## src/rtl/core/chrt_ram.sv

```systemverilog
module chrt_ram #(
   parameter int Width = 8,
   parameter int Depth = 16
) (
   input  logic                     clock,
   input  logic                     wr_en,
   input  logic [$clog2(Depth)-1:0] wr_addr,
   input  logic [Width-1:0]         wr_data,
   input  logic [$clog2(Depth)-1:0] rd_addr,
   output logic [Width-1:0]         rd_data
);
   logic [Width-1:0] mem [Depth];

   always_ff @(posedge clock) begin
      if (wr_en) begin
         mem[wr_addr] <= wr_data;
      end
      rd_data <= mem[rd_addr];
   end
endmodule

```

## config.mk

```make
export PLATFORM = sky130hd
export DESIGN_NAME = chrt_ram
export DESIGN_NICKNAME = d
export VERILOG_FILES = /design/src/rtl/core/chrt_ram.sv
export SDC_FILE = /design/constraint.sdc
export NUM_CORES = 1
export LEC_CHECK = 0
export ABC_AREA = 1
export BUFFER_PORTS_ARGS = -buffer_cell sky130_fd_sc_hd__buf_2
export CAP_MARGIN = 40
export CELL_PAD_IN_SITES_DETAIL_PLACEMENT = 0
export CELL_PAD_IN_SITES_GLOBAL_PLACEMENT = 2
export CORE_MARGIN = 2
export CORE_UTILIZATION = 36
export DETAILED_ROUTE_END_ITERATION = 8
export GPL_TIMING_DRIVEN = 0
export HOLD_SLACK_MARGIN = 0.1
export PLACE_DENSITY = 0.78
export SKIP_LAST_GASP = 1
export SYNTH_ARGS = -nofsm -noshare
export SYNTH_HDL_FRONTEND = slang
export SYNTH_SLANG_ARGS = --single-unit
```

## constraint.sdc

```tcl
create_clock -name clock -period 1.18 [get_ports clock]
set_clock_uncertainty 0.2 [all_clocks]
set_input_delay 0 -clock clock [delete_from_list [all_inputs] [get_ports clock]]
set_output_delay 0 -clock clock [all_outputs]
set_load 0.01 [all_outputs]
```

==> impl_metrics.ini <==
[synth]
synth_top_area_cell = edfxtp_1
synth_area_leaders = edfxtp_1, nand2_1, nand3_1, inv_1, dfxtp_1
ys_seq_area_share_pct = 69.4
yosysWarningCount = 0
ys_ff_latch = 136
syn-num-nets = 569
netlist.area_leader.share_pct = 66.7
avgSynthCellArea_um2 = 10.5
syn_inst = 551
syn_area_um2 = 5770
ys_types = 12

[placed_design]
place_area_um2 = 6220
dp_hpwl_mm = 9.85
io_buffers = 22
gp_congestion = 0.823
dp_cells = 799
place_ws_ns = -0.442

[sta]
hold_ws_ns = -0.201
hold_viol = 18
rsz0062_at_grt = yes
tightest_slew_ns = 0.745
period_needed_ns = 1.16
tns_ns = 0
drv_slew = 0
setup_viol = 0
slew-limit-headroom_pct = 50.2
max_freq_ghz = 0.861
fin_ws_ns = 0.0188
period_share_pct = 98.4

[finish]
layout.nets = 629
fin_util_pct = 44.9
num_antenna_cells = 0
instances_no_fill = 839
fin_area_um2 = 7080
area_growth_pct = 22.8
fill_cells = 1504
drive_gt1_share_pct = 22.5

[setup_path]
cp.required_ns = 1.28
slowest_delay_ns = 0.36
critPathCaptureType = flip-flop
crit_slowest_cell = edfxtp_1
cpLargestDelayFamily = simple AND/OR/NAND/NOR gates
critPathArrivalTime_ns = 1.26
cp-start-kind = flip-flop
rr_startpoint = mem[10][6]$_DFFE_PP_
crit_buf_inv = 0
crit_chain = nand2_1, nand2_1, nand2_1, nand3_1, nand3_2, nand2_1
r2r_slack_ns = 0.02
cp_common_cell = nand2_1
criticalPathCategory = flip-flop to flip-flop
crit_fanout = 1
r2r_cells = 6
crit-reg2reg-capture = rd_data[6]$_DFF_P_

[clock_tree]
clock_path_buffers = 2
cts_tree = yes
cts_sinks = 136
cts_setup_buffers = 0
htree_levels = 4
clock_latency_ns = 0.42
cts.clk_slew.worst_paths_ns = 0.06
numCtsBuffers = 17
root_buffer = clkbuf_16

[floorplanning]
initial_core_util_pct = 36.6
die-area_um2 = 17000
core_area_um2 = 15800
die_y_um = 131
die_x_um = 131
ioPinCount = 26
rows = 46

[pwr]
power_density_nw_per_um2 = 1530
fin_total_pwr_mw = 10.9
p_leak_nw = 3.06
vdd_drop_max_v = 0.00102

[grt]
grt_max_degree = 17
grt_pass1_wl_mm = 21.9
antenna_found_initial = 0
overflow = 0
grt_pass1_vias = 3592
grt_usage_pct = 18.8

[drt]
detail_route.first_pass.iterations = 5
ant_nets = 0
drt-wirelength-per-cell_um = 17.7
routed_via_density = 4.56
drt_iter0_drc = 224
routed_wl_mm = 14.8
vias = 3829
drc = 0

[worst_hold_path]
hold_path_end = rd_data[1]$_DFF_P_
hp-start = rd_addr[2]
min_path_type = input port to flip-flop
whs_path_depth = 4

[flow_run]
maxCapViolCount = 0

[run_status]
violations = hold timing
status = finished, violations left
## layer usage
metal | part of all wire (%) | wire [µm] | track usage [%] | up-vias
met5 | 0 | 0 | 0 | -
li1 | - | - | - | 1895
met4 | 2.4 | 349 | 8.70 | 0
met3 | 5.9 | 870 | 3.62 | 19
met2 | 48 | 7150 | 30.1 | 117
met1 | 44 | 6470 | 24.9 | 1798
## synth_stat cells
| cell type | instances |
|---|---|
| nand3b_1 | 2 |
| buf_4 | 4 |
| edfxtp_1 | 128 |
| nand3_1 | 97 |
| buf_2 | 13 |
| nand2_1 | 173 |
| inv_2 | 2 |
| inv_1 | 100 |
| buf_1 | 1 |
| buf_6 | 6 |
| dfxtp_1 | 8 |
| nor2_1 | 17 |
## sequential cells by signal, summed over array words and instances, names as in the netlist
signal and cells:
mem 128, rd_data 8
## layout by cell type (no fill, tap or decap)
cell / count
buf_4: 14
nand3_2: 45
nor2_2: 1
clkbuf_1: 6
buf_1: 1
buf_2: 35
nand2_1: 161
edfxtp_1: 128
clkbuf_16: 17
dfxtp_1: 8
dlygate4sd3_1: 9
inv_2: 2
clkbuf_8: 3
nand3b_1: 2
nand3_1: 52
nor2_1: 16
clkinv_2: 5
inv_1: 100
buf_6: 6
nand2_2: 12
## how the worst max path moves through the flow
stage                    startpoint                   to  slack (ns)  cells after the start
6_report       mem[10][6]$_DFFE_PP_   rd_data[6]$_DFF_P_        0.02                      6
4_1_cts         mem[8][1]$_DFFE_PP_   rd_data[1]$_DFF_P_      -0.004                      6
3_3_place_gp             wr_addr[3]  mem[4][0]$_DFFE_PP_       -0.62                      3
2_1_floorplan            wr_addr[3]  mem[4][0]$_DFFE_PP_        0.03                      2
3_5_place_dp             wr_addr[3]  mem[5][7]$_DFFE_PP_       -0.44                      4
5_1_grt         mem[2][1]$_DFFE_PP_   rd_data[1]$_DFF_P_       -0.04                      6
## report_power, final
group          internal [mW]  total (mW)  switching, mW
sequential              5.40        5.43         0.0246
combinational          0.262       0.830          0.568
clock                   2.82        4.60           1.79
## logic make-up after synthesis
| kind of cell | after synthesis | share of synthesized area, % |
|---|---|---|
| buf+inv | 126 | 9.52 |
| flops | 136 | 69.4 |
| simple gates | 289 | 21.0 |
## layout make-up
class	count	area [µm²]	share of cell area, %
inverters	102	383	5.40
multi-input cells	289	1470	20.8
plain buffers	24	166	2.35
repair buffers	41	275	3.89
flip-flops and latches	136	4000	56.5
clock inverters	5	25.0	0.353
clock buffers	26	489	6.91
well taps	216	270	3.81
## worst min-delay path, stage by stage
cell	delay, ns
buf_2	0.16
nand3_1	0.12
nand3_2	0.06
nand2_1	0.05
## timing repair
action,CTS,global route
pin swaps,1,23
hold buffers,8,1
resized for setup,7,51
setup endpoints to repair,9,29
endpoints found under the hold margin,231,95
(Power assumes the default switching activity.)
